===== config.mk =====
export PLATFORM = sky130hd
export DESIGN_NAME = relay_direction_interlock_flat
export DESIGN_NICKNAME = d
export VERILOG_FILES = /design/src/rdi_pkg.sv /design/src/rdi_if.sv /design/src/rdi_core.sv /design/src/relay_direction_interlock.sv /design/src/flat_wrapper.sv
export SDC_FILE = /design/constraint.sdc
export NUM_CORES = 1
export LEC_CHECK = 0
export BUFFER_PORTS_ARGS = -buffer_cell sky130_fd_sc_hd__clkbuf_2
export CORE_ASPECT_RATIO = 1.2
export CORE_MARGIN = 2
export CORE_UTILIZATION = 57
export DETAILED_ROUTE_END_ITERATION = 7
export GPL_TIMING_DRIVEN = 1
export PLACE_DENSITY = 0.82
export SLEW_MARGIN = 0
export SYNTH_ARGS = -nofsm -noshare
export SYNTH_HDL_FRONTEND = slang
export SYNTH_SLANG_ARGS = --single-unit

===== constraint.sdc =====
create_clock -name i_clk -period 4.2 [get_ports i_clk]
set_input_delay 1.26 -clock i_clk [delete_from_list [all_inputs] [get_ports i_clk]]
set_output_delay 1.26 -clock i_clk [all_outputs]
set_load 0.02 [all_outputs]

===== src/rdi_pkg.sv =====
// ----------------------------------------------------------------------------
// rdi_pkg - shared types and codes for the relay direction interlock
// Operation, direction and status codes, register indexes and the result
// word that passes from the interlock core to the output register.
// ----------------------------------------------------------------------------
package rdi_pkg;

    localparam int unsigned HOLD_BITS_DEF      = 16;
    localparam int unsigned DEAD_TIME_BITS_DEF = 10;

    // Fixed field widths of the words on the channels and the config port
    localparam int unsigned OP_W     = 2;
    localparam int unsigned DIR_W    = 2;
    localparam int unsigned HOLD_W   = 16;
    localparam int unsigned STATUS_W = 2;
    localparam int unsigned CFG_IDX_W  = 1;
    localparam int unsigned CFG_DATA_W = 10;

    typedef enum logic [OP_W-1:0] {
        OP_TICK         = 2'd0,
        OP_START        = 2'd1,
        OP_STOP         = 2'd2,
        OP_TAKE_TIMEOUT = 2'd3
    } t_op;

    localparam logic [DIR_W-1:0] DIR_STOP    = 2'd0;
    localparam logic [DIR_W-1:0] DIR_UP      = 2'd1;
    localparam logic [DIR_W-1:0] DIR_DOWN    = 2'd2;
    localparam logic [DIR_W-1:0] DIR_INVALID = 2'd3;

    localparam logic [STATUS_W-1:0] STATUS_NONE     = 2'd0;
    localparam logic [STATUS_W-1:0] STATUS_STARTED  = 2'd1;
    localparam logic [STATUS_W-1:0] STATUS_EXTENDED = 2'd2;
    localparam logic [STATUS_W-1:0] STATUS_SWITCHED = 2'd3;

    localparam logic [CFG_IDX_W-1:0] CFG_ACTIVE_LOW = 1'd0;
    localparam logic [CFG_IDX_W-1:0] CFG_DEAD_TIME  = 1'd1;

    typedef struct packed {
        logic [STATUS_W-1:0] start_status;
        logic                was_moving;
        logic                timeout_seen;
        logic [DIR_W-1:0]    current_direction;
        logic                up_pin_level;
        logic                down_pin_level;
    } t_result;

endpackage


===== src/rdi_if.sv =====
// ----------------------------------------------------------------------------
// rdi_cmd_if / rdi_res_if - valid/ready channels of the interlock
// One command word in, one result word out; a word moves when valid and
// ready are both high at a rising clock edge.
// ----------------------------------------------------------------------------
interface rdi_cmd_if;
    logic        valid;
    logic        ready;
    logic [1:0]  operation;
    logic [1:0]  direction_request;
    logic [15:0] hold_ms;

    modport source (output valid, output operation, output direction_request,
                    output hold_ms, input ready);
    modport sink   (input valid, input operation, input direction_request,
                    input hold_ms, output ready);
endinterface

interface rdi_res_if;
    logic       valid;
    logic       ready;
    logic [1:0] start_status;
    logic       was_moving;
    logic       timeout_seen;
    logic [1:0] current_direction;
    logic       up_pin_level;
    logic       down_pin_level;

    modport source (output valid, output start_status, output was_moving,
                    output timeout_seen, output current_direction,
                    output up_pin_level, output down_pin_level, input ready);
    modport sink   (input valid, input start_status, input was_moving,
                    input timeout_seen, input current_direction,
                    input up_pin_level, input down_pin_level, output ready);
endinterface


===== src/rdi_core.sv =====
// ----------------------------------------------------------------------------
// rdi_core - direction, hold and dead-time state of the interlock
// Holds the motor state and works out the result word of one command in
// a single pass; the state advances on every accepted word.
// ----------------------------------------------------------------------------
module rdi_core
    import rdi_pkg::*;
#(
    parameter int unsigned HOLD_BITS      = HOLD_BITS_DEF,
    parameter int unsigned DEAD_TIME_BITS = DEAD_TIME_BITS_DEF
) (
    input  logic                      i_clk,
    input  logic                      i_rst_n,
    input  logic                      i_accept,
    input  logic [OP_W-1:0]           i_operation,
    input  logic [DIR_W-1:0]          i_direction_request,
    input  logic [HOLD_W-1:0]         i_hold_ms,
    input  logic                      i_active_low,
    input  logic [DEAD_TIME_BITS-1:0] i_dead_time,
    output t_result                   o_result
);

    localparam int unsigned HW = (HOLD_BITS > HOLD_W) ? HOLD_BITS : HOLD_W;
    localparam logic [HW-1:0] HOLD_MAX = HW'((64'd1 << HOLD_BITS) - 64'd1);

    logic [DIR_W-1:0]          r_dir,   n_dir;
    logic [HOLD_BITS-1:0]      r_hold,  n_hold;
    logic                      r_armed, n_armed;
    logic [DEAD_TIME_BITS-1:0] r_dead,  n_dead;
    logic                      r_tpend, n_tpend;

    logic [HW-1:0]        hold_ext;
    logic [HOLD_BITS-1:0] hold_sat;
    logic [DIR_W-1:0]     req;
    t_op                  op;

    assign op       = t_op'(i_operation);
    assign req      = (i_direction_request == DIR_INVALID) ? DIR_STOP : i_direction_request;
    assign hold_ext = HW'(i_hold_ms);
    assign hold_sat = (hold_ext > HOLD_MAX) ? HOLD_MAX[HOLD_BITS-1:0]
                                            : hold_ext[HOLD_BITS-1:0];

    always_comb begin
        n_dir   = r_dir;
        n_hold  = r_hold;
        n_armed = r_armed;
        n_dead  = r_dead;
        n_tpend = r_tpend;
        o_result = '0;
        unique case (op)
            OP_TICK: begin
                // dead time runs first, hold countdown after it
                if (r_dead != '0) begin
                    n_dead = r_dead - DEAD_TIME_BITS'(1);
                end else if (r_armed) begin
                    if (r_hold <= HOLD_BITS'(1)) begin
                        n_hold  = '0;
                        n_armed = 1'b0;
                        n_dir   = DIR_STOP;
                        n_tpend = 1'b1;
                    end else begin
                        n_hold = r_hold - HOLD_BITS'(1);
                    end
                end
            end
            OP_START: begin
                if (r_dir == req) begin
                    o_result.start_status = STATUS_EXTENDED;
                end else begin
                    n_dead  = (r_dir != DIR_STOP && req != DIR_STOP) ? i_dead_time : '0;
                    n_dir   = req;
                    n_tpend = 1'b0;
                    o_result.start_status = (r_dir == DIR_STOP) ? STATUS_STARTED
                                                                : STATUS_SWITCHED;
                end
                n_hold  = hold_sat;
                n_armed = 1'b1;
            end
            OP_STOP: begin
                o_result.was_moving = (r_dir != DIR_STOP);
                n_armed = 1'b0;
                n_dead  = '0;
                n_dir   = DIR_STOP;
                n_tpend = 1'b0;
            end
            OP_TAKE_TIMEOUT: begin
                o_result.timeout_seen = r_tpend;
                n_tpend = 1'b0;
            end
        endcase
        o_result.current_direction = n_dir;
        o_result.up_pin_level   = (n_dir == DIR_UP   && n_dead == '0) ^ i_active_low;
        o_result.down_pin_level = (n_dir == DIR_DOWN && n_dead == '0) ^ i_active_low;
    end

    always_ff @(posedge i_clk) begin
        if (!i_rst_n) begin
            r_dir   <= DIR_STOP;
            r_hold  <= '0;
            r_armed <= 1'b0;
            r_dead  <= '0;
            r_tpend <= 1'b0;
        end else if (i_accept) begin
            r_dir   <= n_dir;
            r_hold  <= n_hold;
            r_armed <= n_armed;
            r_dead  <= n_dead;
            r_tpend <= n_tpend;
        end
    end

endmodule


===== src/relay_direction_interlock.sv =====
// ----------------------------------------------------------------------------
// relay_direction_interlock - up/down motor relay interlock with dead time
// The result word of an accepted command word is registered in the result register.
// Throughput: one word per cycle while the receiver keeps ready high; the single
// result register takes a new word in the cycle its current word is taken, set by the one-pass core.
// Reset (synchronous, active low): relays off, stopped, timers disarmed,
// no pending timeout, active_low = 1, dead time = 50 ticks.
// ----------------------------------------------------------------------------
module relay_direction_interlock
    import rdi_pkg::*;
#(
    parameter int unsigned HOLD_BITS      = HOLD_BITS_DEF,
    parameter int unsigned DEAD_TIME_BITS = DEAD_TIME_BITS_DEF
) (
    input  logic                  i_clk,
    input  logic                  i_rst_n,
    rdi_cmd_if.sink               i_cmd,
    rdi_res_if.source             o_res,
    input  logic                  i_cfg_we,
    input  logic [CFG_IDX_W-1:0]  i_cfg_index,
    input  logic [CFG_DATA_W-1:0] i_cfg_data
);

    localparam int unsigned DW = (DEAD_TIME_BITS > CFG_DATA_W) ? DEAD_TIME_BITS : CFG_DATA_W;
    localparam logic [DW-1:0] DEAD_MAX = DW'((64'd1 << DEAD_TIME_BITS) - 64'd1);
    localparam logic [DW-1:0] DEAD_RST = DW'(50);

    // Configuration registers
    logic                      r_active_low;
    logic [DEAD_TIME_BITS-1:0] r_dead_time;
    logic [DW-1:0]             cfg_ext;
    logic [DEAD_TIME_BITS-1:0] cfg_dead_sat;
    logic [DEAD_TIME_BITS-1:0] dead_rst_sat;

    // Result register and handshake
    logic    r_res_valid;
    t_result r_res;
    t_result core_res;
    logic    cmd_accept;

    // Saturate the written dead time to the counter width
    assign cfg_ext      = DW'(i_cfg_data);
    assign cfg_dead_sat = (cfg_ext > DEAD_MAX) ? DEAD_MAX[DEAD_TIME_BITS-1:0]
                                               : cfg_ext[DEAD_TIME_BITS-1:0];
    assign dead_rst_sat = (DEAD_RST > DEAD_MAX) ? DEAD_MAX[DEAD_TIME_BITS-1:0]
                                                : DEAD_RST[DEAD_TIME_BITS-1:0];

    always_ff @(posedge i_clk) begin
        if (!i_rst_n) begin
            r_active_low <= 1'b1;
            r_dead_time  <= dead_rst_sat;
        end else if (i_cfg_we) begin
            unique case (i_cfg_index)
                CFG_ACTIVE_LOW: r_active_low <= i_cfg_data[0];
                CFG_DEAD_TIME:  r_dead_time  <= cfg_dead_sat;
                default: begin
                end
            endcase
        end
    end

    // Take a new word whenever the result register is empty or being drained
    assign i_cmd.ready = !r_res_valid || o_res.ready;
    assign cmd_accept  = i_cmd.valid && i_cmd.ready;

    rdi_core #(
        .HOLD_BITS      (HOLD_BITS),
        .DEAD_TIME_BITS (DEAD_TIME_BITS)
    ) u_core (
        .i_clk               (i_clk),
        .i_rst_n             (i_rst_n),
        .i_accept            (cmd_accept),
        .i_operation         (i_cmd.operation),
        .i_direction_request (i_cmd.direction_request),
        .i_hold_ms           (i_cmd.hold_ms),
        .i_active_low        (r_active_low),
        .i_dead_time         (r_dead_time),
        .o_result            (core_res)
    );

    // Hold the result word until it is taken; load a fresh one on accept
    always_ff @(posedge i_clk) begin
        if (!i_rst_n) begin
            r_res_valid <= 1'b0;
        end else if (cmd_accept) begin
            r_res_valid <= 1'b1;
        end else if (o_res.ready) begin
            r_res_valid <= 1'b0;
        end
    end

    always_ff @(posedge i_clk) begin
        if (cmd_accept) begin
            r_res <= core_res;
        end
    end

    assign o_res.valid             = r_res_valid;
    assign o_res.start_status      = r_res.start_status;
    assign o_res.was_moving        = r_res.was_moving;
    assign o_res.timeout_seen      = r_res.timeout_seen;
    assign o_res.current_direction = r_res.current_direction;
    assign o_res.up_pin_level      = r_res.up_pin_level;
    assign o_res.down_pin_level    = r_res.down_pin_level;

    // Break-before-make: never both relays energised in one result word
    a_no_double_drive: assert property (@(posedge i_clk) disable iff (!i_rst_n)
        cmd_accept |-> !((core_res.up_pin_level ^ r_active_low) &&
                         (core_res.down_pin_level ^ r_active_low)))
        else $error("both relays energised");

    // An accepted word shows up as a result in the next cycle
    a_result_follows: assert property (@(posedge i_clk) disable iff (!i_rst_n)
        cmd_accept |=> o_res.valid)
        else $error("accepted word produced no result");

    // Only a start reports a start status
    a_status_only_start: assert property (@(posedge i_clk) disable iff (!i_rst_n)
        (cmd_accept && t_op'(i_cmd.operation) != OP_START) |=>
            (o_res.start_status == STATUS_NONE))
        else $error("start status on a non-start word");

endmodule


===== src/flat_wrapper.sv =====
// flat-port wrapper written by rule: the top's interface ports become plain ports
module relay_direction_interlock_flat import rdi_pkg::*;
#(
    parameter int unsigned HOLD_BITS      = HOLD_BITS_DEF,
    parameter int unsigned DEAD_TIME_BITS = DEAD_TIME_BITS_DEF
)
  (i_clk, i_rst_n, i_cfg_we, i_cfg_index, i_cfg_data, i_cmd_valid, i_cmd_operation, i_cmd_direction_request, i_cmd_hold_ms, i_cmd_ready, o_res_valid, o_res_start_status, o_res_was_moving, o_res_timeout_seen, o_res_current_direction, o_res_up_pin_level, o_res_down_pin_level, o_res_ready);
  rdi_cmd_if i_cmd_i ();
  rdi_res_if o_res_i ();
  input  logic i_clk;
  input  logic i_rst_n;
  input  logic i_cfg_we;
  input  logic [CFG_IDX_W-1:0] i_cfg_index;
  input  logic [CFG_DATA_W-1:0] i_cfg_data;
  input wire logic [$bits(i_cmd_i.valid)-1:0] i_cmd_valid;
  input wire logic [$bits(i_cmd_i.operation)-1:0] i_cmd_operation;
  input wire logic [$bits(i_cmd_i.direction_request)-1:0] i_cmd_direction_request;
  input wire logic [$bits(i_cmd_i.hold_ms)-1:0] i_cmd_hold_ms;
  output wire logic [$bits(i_cmd_i.ready)-1:0] i_cmd_ready;
  output wire logic [$bits(o_res_i.valid)-1:0] o_res_valid;
  output wire logic [$bits(o_res_i.start_status)-1:0] o_res_start_status;
  output wire logic [$bits(o_res_i.was_moving)-1:0] o_res_was_moving;
  output wire logic [$bits(o_res_i.timeout_seen)-1:0] o_res_timeout_seen;
  output wire logic [$bits(o_res_i.current_direction)-1:0] o_res_current_direction;
  output wire logic [$bits(o_res_i.up_pin_level)-1:0] o_res_up_pin_level;
  output wire logic [$bits(o_res_i.down_pin_level)-1:0] o_res_down_pin_level;
  input wire logic [$bits(o_res_i.ready)-1:0] o_res_ready;
  assign i_cmd_i.valid = i_cmd_valid;
  assign i_cmd_i.operation = i_cmd_operation;
  assign i_cmd_i.direction_request = i_cmd_direction_request;
  assign i_cmd_i.hold_ms = i_cmd_hold_ms;
  assign i_cmd_ready = i_cmd_i.ready;
  assign o_res_valid = o_res_i.valid;
  assign o_res_start_status = o_res_i.start_status;
  assign o_res_was_moving = o_res_i.was_moving;
  assign o_res_timeout_seen = o_res_i.timeout_seen;
  assign o_res_current_direction = o_res_i.current_direction;
  assign o_res_up_pin_level = o_res_i.up_pin_level;
  assign o_res_down_pin_level = o_res_i.down_pin_level;
  assign o_res_i.ready = o_res_ready;
  relay_direction_interlock #(.HOLD_BITS(HOLD_BITS), .DEAD_TIME_BITS(DEAD_TIME_BITS)) u_core (.i_clk(i_clk), .i_rst_n(i_rst_n), .i_cmd(i_cmd_i), .o_res(o_res_i), .i_cfg_we(i_cfg_we), .i_cfg_index(i_cfg_index), .i_cfg_data(i_cfg_data));
endmodule

# ---- Word-level counts from Yosys, hierarchy flattened
# Index checks and enable logic that the tools add are counted.
# W data, S select, Z words.
dict set report word_totals {
  regBits 50
  in_bits 36
  out_inout_bits 10
}
dict set report op_classes {
  n_addsub 2
  magnitude_cmp 3
  n_eq_ne 11
  muxes 29
  n_bitwise 4
  n_reduce_logical 22
}
# cell count
set op_table {}
lappend op_table {{$mux W16} 4}
lappend op_table {{$mux W10} 4}
lappend op_table {{$pmux W16 S2} 1}
lappend op_table {{$pmux W10 S3} 1}
lappend op_table {{$gt A16 B16 Y1 const B} 1}
lappend op_table {{$le A16 B1 Y1 const B} 1}
lappend op_table {{$sub A16 B1 Y16 const B} 1}
lappend op_table {{$mux W2} 7}
lappend op_table {{$gt A10 B10 Y1 const B} 1}
lappend op_table {{$logic_not A10 Y1} 1}
lappend op_table {{$reduce_bool A10 Y1} 1}
lappend op_table {{$sub A10 B1 Y10 const B} 1}
lappend op_table {{$mux W1} 9}
lappend op_table {{$eq A2 B2 Y1 const B} 4}
lappend op_table {{$ne A2 B2 Y1 const B} 4}
lappend op_table {{$reduce_bool A2 Y1} 4}
lappend op_table {{$pmux W1 S3} 2}
lappend op_table {{$pmux W2 S3} 1}
lappend op_table {{$reduce_and A5 Y1} 1}
lappend op_table {{$eq A2 B1 Y1 const B} 2}
lappend op_table {{$logic_and A1 B1 Y1} 4}
lappend op_table {{$logic_not A2 Y1} 2}
lappend op_table {{$reduce_and A2 Y1} 2}
lappend op_table {{$reduce_and A4 Y1} 1}
lappend op_table {{8 further kinds} 11}

# ---- Depth between registers and ports, before layout
# Gate-level depths: netlist of run 1.
dict set report depth {
  depth_word 10
  depth_mapped 11
  ltp_nobuf 11
}

# ---- Cells and area by module
# A second synthesis of run 1 with hierarchy kept.
dict set report unflattened {
  hier_cells 366
  area_unflattened_um2 3020.4
}
# module instances cells_each area_per_inst_um2
set by_module_without_submodules {}
lappend by_module_without_submodules {rdi_core 1 302 2232.1}
lappend by_module_without_submodules {relay_direction_interlock 1 64 788.3}

# ---- Worst setup path before layout of run 1
# Ideal clock, no wire load.
dict set report synth_timing {
  path_type {input-to-reg}
  startpoint {in i_cmd_direction_request[0]}
  endpoint {reg u_core.r_res (netlist bit u_core.o_res.down_pin_level), data pin}
  setup_time_ps 271
  arrival_ps 3127
  t_required_ps 3929
  setup_slack_ps 801
  stages 10
  path_buffers 0
  cell_sequence {inv_1 ha_1 xnor2_1 and3_1 o31a_1 a211o_1 nor4_1 nand4_1 nor4_1 xor2_1}
}
# item line
set synth_rtl {}
lappend synth_rtl {{start: declaration} flat_wrapper.sv:17} ;# input wire logic [$bits(i_cmd_i.direction_request)-1:0] i_cmd_direction_request;
lappend synth_rtl {{end signal: assignment} relay_direction_interlock.sv:94} ;# r_res <= core_res;
lappend synth_rtl {{end: declaration} relay_direction_interlock.sv:37} ;# t_result r_res;

==> results of run 1 <==
## per-stage QoR
step                instance area [sq um]  util (%)  setup slack [ns]  hold WS, ns  instances
finish                               3388     64.85            0.7223       0.4783        464
global route                         3388     64.85            0.5518       0.5035        464
floorplan                            3042         -            0.8014       0.4394        363
detailed placement                   3297     63.10            0.4292       0.4695        456
global placement                     3297     63.10            0.5318       0.4576        456
CTS                                  3388     64.85            0.7423       0.4827        464
## registers in the layout (all words and copies together), names as in the netlist
signal / flops
u_core.u_core.r_hold: 16
u_core.u_core.r_dead: 10
u_core.o_res.down_pin_level: 1
u_core.o_res.was_moving: 1
u_core.u_core.r_dir: 2
u_core.o_res.valid: 1
u_core.o_res.current_direction: 2
u_core.u_core.r_armed: 1
u_core.o_res.start_status: 2
u_core.o_res.up_pin_level: 1
u_core.u_core.r_tpend: 1
u_core.r_dead_time: 10
u_core.r_active_low: 1
u_core.o_res.timeout_seen: 1
## layout make-up
class | instances | area, sq um
Inverter | 18 | 67.56
Fill cell | 459 | 1837
Tap cell | 62 | 77.57
Sequential cell | 50 | 1081
Clock buffer | 7 | 86.33
Clock inverter | 1 | 5.005
Timing Repair Buffer | 49 | 255.2
Multi-Input combinational cell | 277 | 1815
## worst max-delay path, cell delays in order
cell      delay (ns)
clkbuf_2        0.10
inv_1           0.04
ha_1            0.24
xnor2_1         0.19
and3_1          0.22
o31a_1          0.27
a211o_1         0.30
nor4_1          0.30
nand4_1         0.16
nor4_1          0.32
xor2_1          0.12
## worst max path at each step
stage	startpoint	to	slack [ns]	cells after the start
global route	i_cmd_direction_request[1]	u_core.o_res.down_pin_level$_DFFE_PP_	0.55	11
CTS	i_cmd_direction_request[1]	u_core.o_res.up_pin_level$_DFFE_PP_	0.74	11
finish	i_cmd_direction_request[1]	u_core.o_res.up_pin_level$_DFFE_PP_	0.72	11
floorplan	i_cmd_direction_request[0]	u_core.o_res.down_pin_level$_DFFE_PP_	0.80	10
detailed placement	i_cmd_direction_request[1]	u_core.o_res.up_pin_level$_DFFE_PP_	0.43	11
global placement	i_cmd_direction_request[1]	u_core.o_res.down_pin_level$_DFFE_PP_	0.53	11
## cell usage in the layout, fill, tap and decap left out, types with 4 or more instances in the layout
cell type / n
nand2b_1: 8
nor4_1: 10
clkbuf_8: 6
o21ai_1: 5
o31ai_1: 4
nand3_1: 9
dfxtp_1: 42
o211a_1: 15
edfxtp_1: 8
buf_4: 4
nand2_1: 61
nor3_1: 4
a21boi_0: 11
inv_1: 16
nor2_1: 21
a21oi_1: 10
ha_1: 11
nor2b_1: 15
a22oi_1: 13
clkbuf_2: 45
o21ai_0: 12
## cell families (layout without fill, tap and decap cells)
kind of cell	count (synthesis)	after routing	share of synthesized area, %
xor+xnor	6	6	1.728
compound gates	107	107	26.90
flops	50	50	35.54
fa+ha+maj	11	11	4.525
mux	4	4	1.522
simple gates	149	149	25.01
buf+inv	36	75	4.771
## metal layers
metal,track usage (%),share of wire (%),up-vias
met5,0,0,-
met4,8.233,2.4,0
met3,4.227,6.0,20
met2,42.91,51,123
met1,29.04,41,1386
li1,-,-,1404
## power breakdown
| group | leakage [nW] | switching, W | internal (W) |
|---|---|---|---|
| logic | 1.07 | 0.000195 | 0.000129 |
| registers | 0.420 | 0.0000278 | 0.000513 |
| clock network | 0.0482 | 0.000155 | 0.000133 |
==> results by group, run 1 <==
Run status
  – Status: complete, no violations

STA
  – Worst Tran Pin Value: 0.8000 ns
  – Worst Skew: 0.005882 ns
  – Fmax achieved: 287.5 MHz
  – Final setup TNS: 0 ns
  – Fin crit share: 82.80%
  – Slew headroom: 46.67%
  – Final setup violation count: 0
  – Final min period: 3.478 ns
  – Max Slew Vio Count: 0
  – RSZ-0062 raised after global routing: false
  – Hold Vio Cnt, Final: 0

Yosys
  – Commonest cells in the netlist: nand2_1 (61), dfxtp_1 (42), nor2_1 (21)
  – Most numerous cell in the Yosys netlist: nand2_1
  – Most used flip-flop cell after synthesis: dfxtp_1
  – Flop and latch count out of synthesis: 50
  – Gate count after technology mapping: 363
  – Post-synthesis sequential area ratio: 35.54%
  – Async SR Flop Fraction: 0%
  – Post-synth EDFFs: 8
  – Syn Area/Cell: 8.379 sq um
  – Synth cell types: 63
  – Synth warn: 0
  – Syn Nets: 410
  – Mapped Area: 0.003042 sq mm
  – Synth area leader: dfxtp_1
  – Top post-synthesis cells by area: dfxtp_1 (28%), edfxtp_1 (7.9%), nand2_1 (7.5%)
  – Top cell type's share of synthesized area: 27.64%

Floorplan
  – Ports: 46
  – Die Span Y: 84.02 um
  – Initial Util: 58.21%
  – FP Rows: 29
  – Die area: 0.005939 sq mm
  – Core area: 0.005225 sq mm
  – Die Span X: 70.69 um

Placed design
  – Detailed placer's ending HPWL: 5147 um
  – RePlAce Congestion: 1.008
  – Count of input and output buffers: 45

Pwr
  – Pleak: 1.540 nW
  – Pwr Total: 0.001153 W
  – Pwr dens: 340.3 mW/mm^2
  – Peak supply drop: 0.2276 mV

Critical path
  – Internal reg-to-reg setup slack: 1.16 ns
  – Worst Path Required: 4.24 ns
  – Worst-path fanout max: 5
  – CP endpoint kind: register
  – R2R Path Start: u_core.u_core.r_hold[6]$_SDFFE_PN0P_
  – Worst Path Arrival: 3.52 ns
  – Reg2Reg Depth: 8
  – Startpoint types: input pin
  – Reg-to-reg endpoint: u_core.u_core.r_hold[9]$_SDFFE_PN0P_
  – Critical path class: in -> reg

Flow run
  – Number of max-cap violations: 0

Clock network
  – Root Buffer: clkbuf_8
  – Maximum clock path buffer count: 2
  – Reg clk slew, reported paths: 0.09 ns
  – TritonCTS Sinks: 50
  – CTS tree: built
  – Inserted Clock Buffers: 5
  – Clk_lat worst skew: 0.30 ns
  – H-tree Lvls: 2
  – Count of hold-fix buffers inserted at cts: 0
  – Post CTS Setup Buffer Count: 0
  – Resized Gates After CTS: 0

Worst hold path
  – Worst Hold End: u_core.r_dead_time[1]$_SDFFE_PN1P_
  – WHS Path Cells: 2
  – Hold Path Origin: u_core.r_dead_time[1]$_SDFFE_PN1P_
  – HP Class: reg -> reg

Route
  – WL/cell: 15.52 um
  – 1st-pass router iterations: 5
  – DRT iter0 DRCs: 403
  – Drc violations: 0
  – Detail Route Antenna Nets: 0
  – Vias/cell: 6.321
  – Vias: 2933
  – Total length of routed wires: 7201 um

Global route
  – First-pass GRT wire length: 11840 um
  – Vias in the first global route: 2676
  – GRT Residual Overflow: 0
  – GR Util All Layers: 24.18%
  – Pin count of the biggest net entering global routing: 43
  – Initial antenna violation count: 0

Cells and area
  – Antenna cell count: 0
  – Share of layout cells above drive strength 1: 16.17%
  – Final net count: 448
  – Area grow syn2layout: 11.39%
(Power assumes the default switching activity.)
==> inputs of run 2 (changes only) <==
Clock period 4.2 ns to 3.3 ns, I/O delays scaled along.
==> run 2 against run 1 <==
  * Critical endpoint unchanged
  * Worst setup slack got worse by 0.49 ns
  * Global-route usage rose by 1.4 points
  * Core utilization rose by 2.9 points
  * Largest power group unchanged
  * Highest routed layer unchanged
==> results by group, run 2 (same netlist as run 1, synthesis figures left out) <==
STA
  – Fin crit share: 92.96%
  – Worst Skew: 0.01441 ns (was 0.005882 ns)
  – Fmax achieved: 326.0 MHz
  – RSZ-0062 raised after global routing: false (unchanged)
  – Max Slew Vio Count: 0 (unchanged)
  – Final min period: 3.068 ns
  – Worst Tran Pin Value: 0.8014 ns (was 0.8000 ns)
  – Final hold slack: 0.4863 ns (was 0.4783 ns)
  – Hold Vio Cnt, Final: 0 (unchanged)
  – Slew headroom: 46.58% (was 46.67%)
  – Final setup violation count: 0 (unchanged)

Pwr
  – Peak supply drop: 0.3337 mV (was 0.2276 mV)
  – Sw Ratio: 30.55% (was 32.76%)
  – Pwr Total: 0.001627 W (was 0.001153 W)
  – Sw Pwr: 0.0004969 W (was 0.0003778 W)
  – Clock power share: 30.8% (was 25.0%)
  – Flop pwr share: 42.3% (was 46.9%)
  – Combinational power share: 26.9% (was 28.2%)
  – Pwr dens: 459.5 mW/mm^2 (was 340.3 mW/mm^2)
  – Power Internal: 0.001130 W (was 0.0007753 W)
  – Pleak: 1.629 nW (was 1.540 nW)

Cells and area
  – Biggest registers after layout: u_core.u_core.r_hold: 16 flops, u_core.r_dead_time: 10 flops, u_core.u_core.r_dead: 10 flops (unchanged)
  – Design area: 0.003540 sq mm (was 0.003388 sq mm)
  – Final net count: 462 (was 448)
  – Register with the most flip-flops: u_core.u_core.r_hold (unchanged)
  – Core occupancy in the finished layout: 67.74% (was 64.85%)
  – Area grow syn2layout: 16.37% (was 11.39%)
  – Share of layout cells above drive strength 1: 19.23% (was 16.17%)
  – Fin cells: 478 (was 464)
  – Max reg flops: 16 (unchanged)
  – Most frequent cells in the layout: nand2_1 (61), clkbuf_2 (45), dfxtp_1 (42), nor2_1 (21), buf_4 (18) (was nand2_1 (61), clkbuf_2 (45), dfxtp_1 (42), nor2_1 (21), inv_1 (16))
  – Antenna cell count: 0 (unchanged)
  – Most common cell after layout, fill and taps aside: nand2_1 (unchanged)

Clock network
  – Reg clk slew, reported paths: 0.09 ns (about the same)
  – Maximum clock path buffer count: 2 (unchanged)
  – CTS tree: built (unchanged)
  – Count of hold-fix buffers inserted at cts: 0 (unchanged)
  – Post CTS Setup Buffer Count: 0 (unchanged)
  – Inserted Clock Buffers: 5 (unchanged)
  – Root Buffer: clkbuf_8 (unchanged)
  – TritonCTS Sinks: 50 (unchanged)
  – Clk_lat worst skew: 0.31 ns (was 0.30 ns)
  – H-tree Lvls: 2 (unchanged)
  – Resized Gates After CTS: 0 (unchanged)

Floorplan
  – Core area: 0.005225 sq mm (unchanged)
  – Die area: 0.005939 sq mm (unchanged)
  – Die Span X: 70.69 um (unchanged)
  – Die Span Y: 84.02 um (unchanged)
  – FP Rows: 29 (unchanged)
  – Ports: 46 (unchanged)
  – Initial Util: 58.21% (unchanged)

Route
  – Vias/cell: 6.031 (was 6.321)
  – Detail Route Antenna Nets: 0 (unchanged)
  – Vias: 2883 (was 2933)
  – Drc violations: 0 (unchanged)
  – Total length of routed wires: 7413 um (was 7201 um)
  – DRT iter0 DRCs: 197 (was 403)
  – 1st-pass router iterations: 4 (was 5)
  – WL/cell: 15.51 um (was 15.52 um)

Placed design
  – Placed cell area: 0.003402 sq mm (was 0.003297 sq mm)
  – RePlAce Congestion: 0.9719 (was 1.008)
  – Count of input and output buffers: 45 (unchanged)
  – Detailed placer's ending HPWL: 5465 um (was 5147 um)
  – Placed Cells: 470 (was 456)

Global route
  – GR Util All Layers: 25.56% (was 24.18%)
  – Pin count of the biggest net entering global routing: 43 (unchanged)
  – GRT Residual Overflow: 0 (unchanged)
  – Vias in the first global route: 2736 (was 2676)
  – Initial antenna violation count: 0 (unchanged)
  – First-pass GRT wire length: 12280 um (was 11840 um)

Flow run
  – Number of max-cap violations: 0 (unchanged)

Run status
  – Status: complete, no violations (unchanged)

Critical path
  – Critical path class: in -> reg (unchanged)
  – Startpoint types: input pin (unchanged)
  – Worst Path Arrival: 3.12 ns (was 3.52 ns)
  – Worst-path fanout max: 4 (was 5)
  – Worst Path Required: 3.35 ns (was 4.24 ns)
  – CP endpoint kind: register (unchanged)

Worst hold path
  – HP Class: reg -> reg (unchanged)
[run 2: changes by cell type in the layout (fill, tap and decap cells not counted)]
cell       before  now
clkbuf_16       0    1
clkinv_2        1    0
buf_4           4   18
bufinv_16       0    1
clkbuf_1        1    0
[run 2: layout make-up]
type,instances,area [sq um]
multi-input combinational,277,1815
clock inverter,1,30.03
timing repair buffer,63,360.3
sequential,50,1081
inverter,18,67.56
clock buffer,7,107.6
tap,62,77.57
fill,460,1685
[run 2: per-stage QoR]
| step | setup WS, ns | setup TNS [ns] |
|---|---|---|
| after floorplan | 0.1714 | 0 |
| after global placement | -0.001043 | -0.001702 |
| after detailed placement | -0.1157 | -0.2137 |
| after CTS | 0.2347 | 0 |
| after global routing | 0.005479 | 0 |
| final | 0.2322 | 0 |
[run 2: critical path, stage by stage]
cell and delay [ns]:
clkbuf_2 0.10, inv_1 0.04, ha_1 0.21, xnor2_1 0.18, and3_1 0.23, o31a_1 0.28, a211o_1 0.28, nor4_1 0.22
nand4_1 0.16, nor4_1 0.32, xor2_1 0.12
[run 2: worst paths after layout]
kind | from | endpoint | slack, ns | depth (start not counted)
setup / recovery | i_cmd_direction_request[1] | u_core.o_res.up_pin_level$_DFFE_PP_ | 0.23 | 11
hold / removal | u_core.r_dead_time[1]$_SDFFE_PN1P_ | u_core.r_dead_time[1]$_SDFFE_PN1P_ | 0.49 | 2
setup reg to reg | u_core.u_core.r_dead[0]$_SDFFE_PN0P_ | u_core.o_res.up_pin_level$_DFFE_PP_ | 0.36 | 10
hold reg to reg | u_core.r_dead_time[1]$_SDFFE_PN1P_ | u_core.r_dead_time[1]$_SDFFE_PN1P_ | 0.49 | 2
[run 2: power groups by stage]
stage	sequential, W	clock, W	combinational, W
after floorplan	0.000699	0	0.000304
after global placement	0.000700	0	0.000422
after detailed placement	0.000701	0	0.000432
after CTS	0.000687	0.000514	0.000435
after global routing	0.000692	0.000534	0.000480
final	0.000688	0.000501	0.000438
[run 2: metal layers]
| layer | up-vias | global-route usage (%) | share of wire, % |
|---|---|---|---|
| met5 | - | 0 | 0 |
| li1 | 1432 | - | - |
| met1 | 1340 | 30.42 | 42 |
| met2 | 88 | 44.10 | 51 |
| met4 | 0 | 12.18 | 2.8 |
| met3 | 23 | 4.227 | 4.4 |
==> inputs of run 3 (changes only) <==
Settings changed: ABC_AREA set to 1, CORE_UTILIZATION 57 to 58, SETUP_SLACK_MARGIN set to 0.02.
Clock period 3.3 ns to 3.1 ns, I/O delays scaled along.
==> run 3 against run 2 <==
  * Critical path depth is 1 higher
  * Sequential share of layout area down 2.6 points
  * Clock skew shrank 0.0047 ns
  * Core utilization decreased by 2.6 points
  * Power increased by 6.1%
  * Register-to-register slack gained 0.31 ns
  * Via count rose by 22%
  * Synthesized cell count grew 42%
  * Worst setup slack better by 0.32 ns
  * Flip-flop and latch count unchanged
==> results by group, run 3 <==
Critical path
  – Reg-to-reg endpoint: u_core.o_res.down_pin_level$_DFFE_PP_ (was u_core.o_res.up_pin_level$_DFFE_PP_)
  – CP endpoint kind: register (unchanged)
  – Critical path class: in -> reg (unchanged)
  – CP delay by family, top: simple AND/OR/NAND/NOR gates (unchanged)
  – Worst Path Arrival: 2.61 ns (was 3.12 ns)
  – Internal reg-to-reg setup slack: 0.67 ns (was 0.36 ns)
  – CP max-delay cell: inv_1 (was nor4_1)
  – Startpoint types: input pin (unchanged)
  – Reg2Reg Depth: 13 (was 10)
  – Worst Path Required: 3.16 ns (was 3.35 ns)
  – Buffers plus inverters on the worst setup path: 3 (was 2)
  – R2R Path Start: u_core.u_core.r_dead[0]$_SDFFE_PN0P_ (unchanged)
  – Crit-path max cell delay: 0.43 ns (was 0.32 ns)
  – Worst-path fanout max: 15 (was 4)
  – Worst path cell trace: clkbuf_2 > ha_1 > inv_1 > nand2_2 > clkinv_2 > nand2_1 > nand2_1 > nand2_2 > nor2_1 > nand4_1 > nand2_1 > nand2_1 (was clkbuf_2 > inv_1 > ha_1 > xnor2_1 > and3_1 > o31a_1 > a211o_1 > nor4_1 > nand4_1 > nor4_1 > xor2_1)
  – CP most frequent cell: nand2_1 (was nor4_1)

STA
  – RSZ-0062 raised after global routing: false (unchanged)
  – Worst Skew: 0.009757 ns (was 0.01441 ns)
  – Slew headroom: 52.94% (was 46.58%)
  – Hold Vio Cnt, Final: 0 (unchanged)
  – Fmax achieved: 391.9 MHz
  – Final min period: 2.552 ns
  – Max Slew Vio Count: 0 (unchanged)
  – Worst Tran Pin Value: 0.7052 ns (was 0.8014 ns)
  – Final setup violation count: 0 (unchanged)
  – Final setup TNS: 0 ns (unchanged)
  – Fin crit share: 82.31%

Cells and area
  – Fin cells: 639 (was 478)
  – Share of layout cells above drive strength 1: 22.08% (was 19.23%)
  – Biggest registers after layout: u_core.u_core.r_hold: 16 flops, u_core.r_dead_time: 10 flops, u_core.u_core.r_dead: 10 flops (unchanged)
  – Antenna cell count: 0 (unchanged)
  – Max reg flops: 16 (unchanged)
  – Register with the most flip-flops: u_core.u_core.r_hold (unchanged)
  – Final net count: 603 (was 462)
  – Most frequent cells in the layout: nand2_1 (115), nor2_1 (65), inv_1 (52), clkbuf_2 (45), dfxtp_1 (42) (was nand2_1 (61), clkbuf_2 (45), dfxtp_1 (42), nor2_1 (21), buf_4 (18))
  – Core occupancy in the finished layout: 65.19% (was 67.74%)
  – Most common cell after layout, fill and taps aside: nand2_1 (unchanged)
  – Area grow syn2layout: 10.35% (was 16.37%)

Pwr
  – Peak supply drop: 0.2476 mV (was 0.3337 mV)
  – Sw Pwr: 0.0006602 W (was 0.0004969 W)
  – Combinational power share: 34.6% (was 26.9%)
  – Sw Ratio: 38.27% (was 30.55%)
  – Clock power share: 21.9% (was 30.8%)
  – Power Internal: 0.001065 W (was 0.001130 W)
  – Pleak: 1.927 nW (was 1.629 nW)
  – Flop pwr share: 43.5% (was 42.3%)
  – Pwr dens: 445.9 mW/mm^2 (was 459.5 mW/mm^2)

Yosys
  – Syn Nets: 562 (was 410)
  – Post-synthesis sequential area ratio: 30.84% (was 35.54%)
  – Gate count after technology mapping: 515 (was 363)
  – Async SR Flop Fraction: 0% (unchanged)
  – Synth warn: 0 (unchanged)
  – Syn Area/Cell: 6.807 sq um (was 8.379 sq um)
  – Top cell type's share of synthesized area: 23.98% (was 27.64%)
  – Synth area leader: dfxtp_1 (unchanged)
  – Most used flip-flop cell after synthesis: dfxtp_1 (unchanged)
  – Synth cell types: 40 (was 63)
  – Commonest cells in the netlist: nand2_1 (115), nor2_1 (65), inv_1 (52) (was nand2_1 (61), dfxtp_1 (42), nor2_1 (21))
  – Mapped Area: 0.003506 sq mm (was 0.003042 sq mm)
  – Most numerous cell in the Yosys netlist: nand2_1 (unchanged)
  – Post-synth EDFFs: 8 (unchanged)
  – Flop and latch count out of synthesis: 50 (unchanged)
  – Top post-synthesis cells by area: dfxtp_1 (24%), nand2_1 (12%), nor2_1 (7.0%) (was dfxtp_1 (28%), edfxtp_1 (7.9%), nand2_1 (7.5%))

Floorplan
  – Core area: 0.005934 sq mm (was 0.005225 sq mm)
  – FP Rows: 31 (was 29)
  – Initial Util: 59.08% (was 58.21%)
  – Die Span Y: 89.17 um (was 84.02 um)
  – Ports: 46 (unchanged)
  – Die Span X: 74.97 um (was 70.69 um)
  – Die area: 0.006685 sq mm (was 0.005939 sq mm)

Clock network
  – Root Buffer: clkbuf_8 (unchanged)
  – H-tree Lvls: 2 (unchanged)
  – Resized Gates After CTS: 0 (unchanged)
  – TritonCTS Sinks: 50 (unchanged)
  – Post CTS Setup Buffer Count: 0 (unchanged)
  – CTS tree: built (unchanged)
  – Inserted Clock Buffers: 5 (unchanged)
  – Reg clk slew, reported paths: 0.09 ns (about the same)
  – Maximum clock path buffer count: 2 (unchanged)
  – Count of hold-fix buffers inserted at cts: 0 (unchanged)
  – Clk_lat worst skew: 0.30 ns (was 0.31 ns)

Worst hold path
  – WHS Path Cells: 2 (unchanged)
  – HP Class: reg -> reg (unchanged)
  – Worst Hold End: u_core.r_dead_time[5]$_SDFFE_PN1P_ (was u_core.r_dead_time[1]$_SDFFE_PN1P_)
  – Hold Path Origin: u_core.r_dead_time[5]$_SDFFE_PN1P_ (was u_core.r_dead_time[1]$_SDFFE_PN1P_)

Run status
  – Status: complete, no violations (unchanged)

Placed design
  – Placed Cells: 631 (was 470)
  – Count of input and output buffers: 45 (unchanged)
  – Detailed placer's ending HPWL: 6577 um (was 5465 um)
  – RePlAce Congestion: 0.9735 (was 0.9719)

Global route
  – GR Util All Layers: 27.26% (was 25.56%)
  – Initial antenna violation count: 0 (unchanged)
  – First-pass GRT wire length: 14170 um (was 12280 um)
  – GRT Residual Overflow: 0 (unchanged)
  – Pin count of the biggest net entering global routing: 27 (was 43)
  – Vias in the first global route: 3134 (was 2736)

Route
  – Total length of routed wires: 8694 um (was 7413 um)
  – Vias/cell: 5.501 (was 6.031)
  – DRT iter0 DRCs: 316 (was 197)
  – WL/cell: 13.61 um (was 15.51 um)
  – 1st-pass router iterations: 5 (was 4)
  – Vias: 3515 (was 2883)
  – Detail Route Antenna Nets: 0 (unchanged)
  – Drc violations: 0 (unchanged)

Flow run
  – Number of max-cap violations: 0 (unchanged)
## run 3: cell types whose count changed after synthesis, sizes merged, moves of 10 or more
cell,change
nand2,+72
nor2,+55
inv,+47
nand3,+36
a21oi,+23
o21ai,+19
nor2b,-15
o211a,-15
a22oi,-13
a21boi,-11
nor4,-10
## run 3: worst reg2reg max path: cells and delay by family, from the launching register on
| kind | cells | cell delay [ns] |
|---|---|---|
| fa+ha+maj | 1 | 0.32 |
| flops | 1 | 0.32 |
| buf+inv | 1 | 0.16 |
| simple gates | 11 | 1.40 |
## run 3: final cells by class
cell class / instances / area, sq um
repair buffers: 51 / 270.3
flip-flops and latches: 50 / 1081
clock inverters: 2 / 10.01
fillers: 536 / 2066
multi-input cells: 382 / 2083
inverters: 66 / 249.0
clock buffers: 6 / 72.57
well taps: 82 / 102.6
## run 3: stage by stage
step | setup slack [ns] | hold slack, ns | cell area, sq um | power [W]
6_report | 0.5485 | 0.4959 | 3869 | 0.001725
5_1_grt | 0.3691 | 0.4980 | 3869 | 0.001830
3_3_place_gp | 0.3337 | 0.4677 | 3786 | 0.001333
2_1_floorplan | 0.6773 | 0.4423 | 3506 | 0.001213
3_5_place_dp | 0.2705 | 0.4696 | 3786 | 0.001352
4_1_cts | 0.5861 | 0.4916 | 3869 | 0.001720
## run 3: cells by family (layout without fill, tap and decap cells)
logic type | after synthesis | count (layout) | share of synthesized area, %
and+or+nand+nor | 271 | 271 | 36.79
AOI/OAI and AO/OA | 92 | 92 | 16.70
buffers and inverters | 83 | 125 | 9.743
DFF | 50 | 50 | 30.84
adders and majority gates | 11 | 11 | 3.926
xor gates and xnor gates | 8 | 8 | 1.999
## run 3: how the worst max path moves through the flow
| stage | from | endpoint | slack (ns) | cells after the start |
|---|---|---|---|---|
| global route | i_cmd_operation[0] | u_core.u_core.r_hold[12]$_SDFFE_PN0P_ | 0.37 | 10 |
| global placement | i_cmd_operation[0] | u_core.o_res.down_pin_level$_DFFE_PP_ | 0.33 | 12 |
| floorplan | i_cmd_operation[1] | u_core.o_res.down_pin_level$_DFFE_PP_ | 0.68 | 14 |
| finish | i_cmd_operation[0] | u_core.o_res.down_pin_level$_DFFE_PP_ | 0.55 | 12 |
| CTS | i_cmd_operation[0] | u_core.o_res.down_pin_level$_DFFE_PP_ | 0.59 | 12 |
| detailed placement | i_cmd_operation[0] | u_core.o_res.down_pin_level$_DFFE_PP_ | 0.27 | 12 |
## run 3: power groups by stage
stage                     Clock, W  Combinational [W]  Sequential (W)
after floorplan                  0           0.000448        0.000765
after global placement           0           0.000570        0.000763
after detailed placement         0           0.000588        0.000764
after CTS                 0.000380           0.000591        0.000750
after global routing      0.000407           0.000666        0.000757
final                     0.000377           0.000596        0.000751
## run 3: routing by layer
metal	vias up	GRT usage, %	share of wire (%)
li1	1762	-	-
met5	-	0	0
met3	22	4.397	6.1
met1	1589	33.01	41
met4	0	10.39	2.3
met2	142	47.85	51
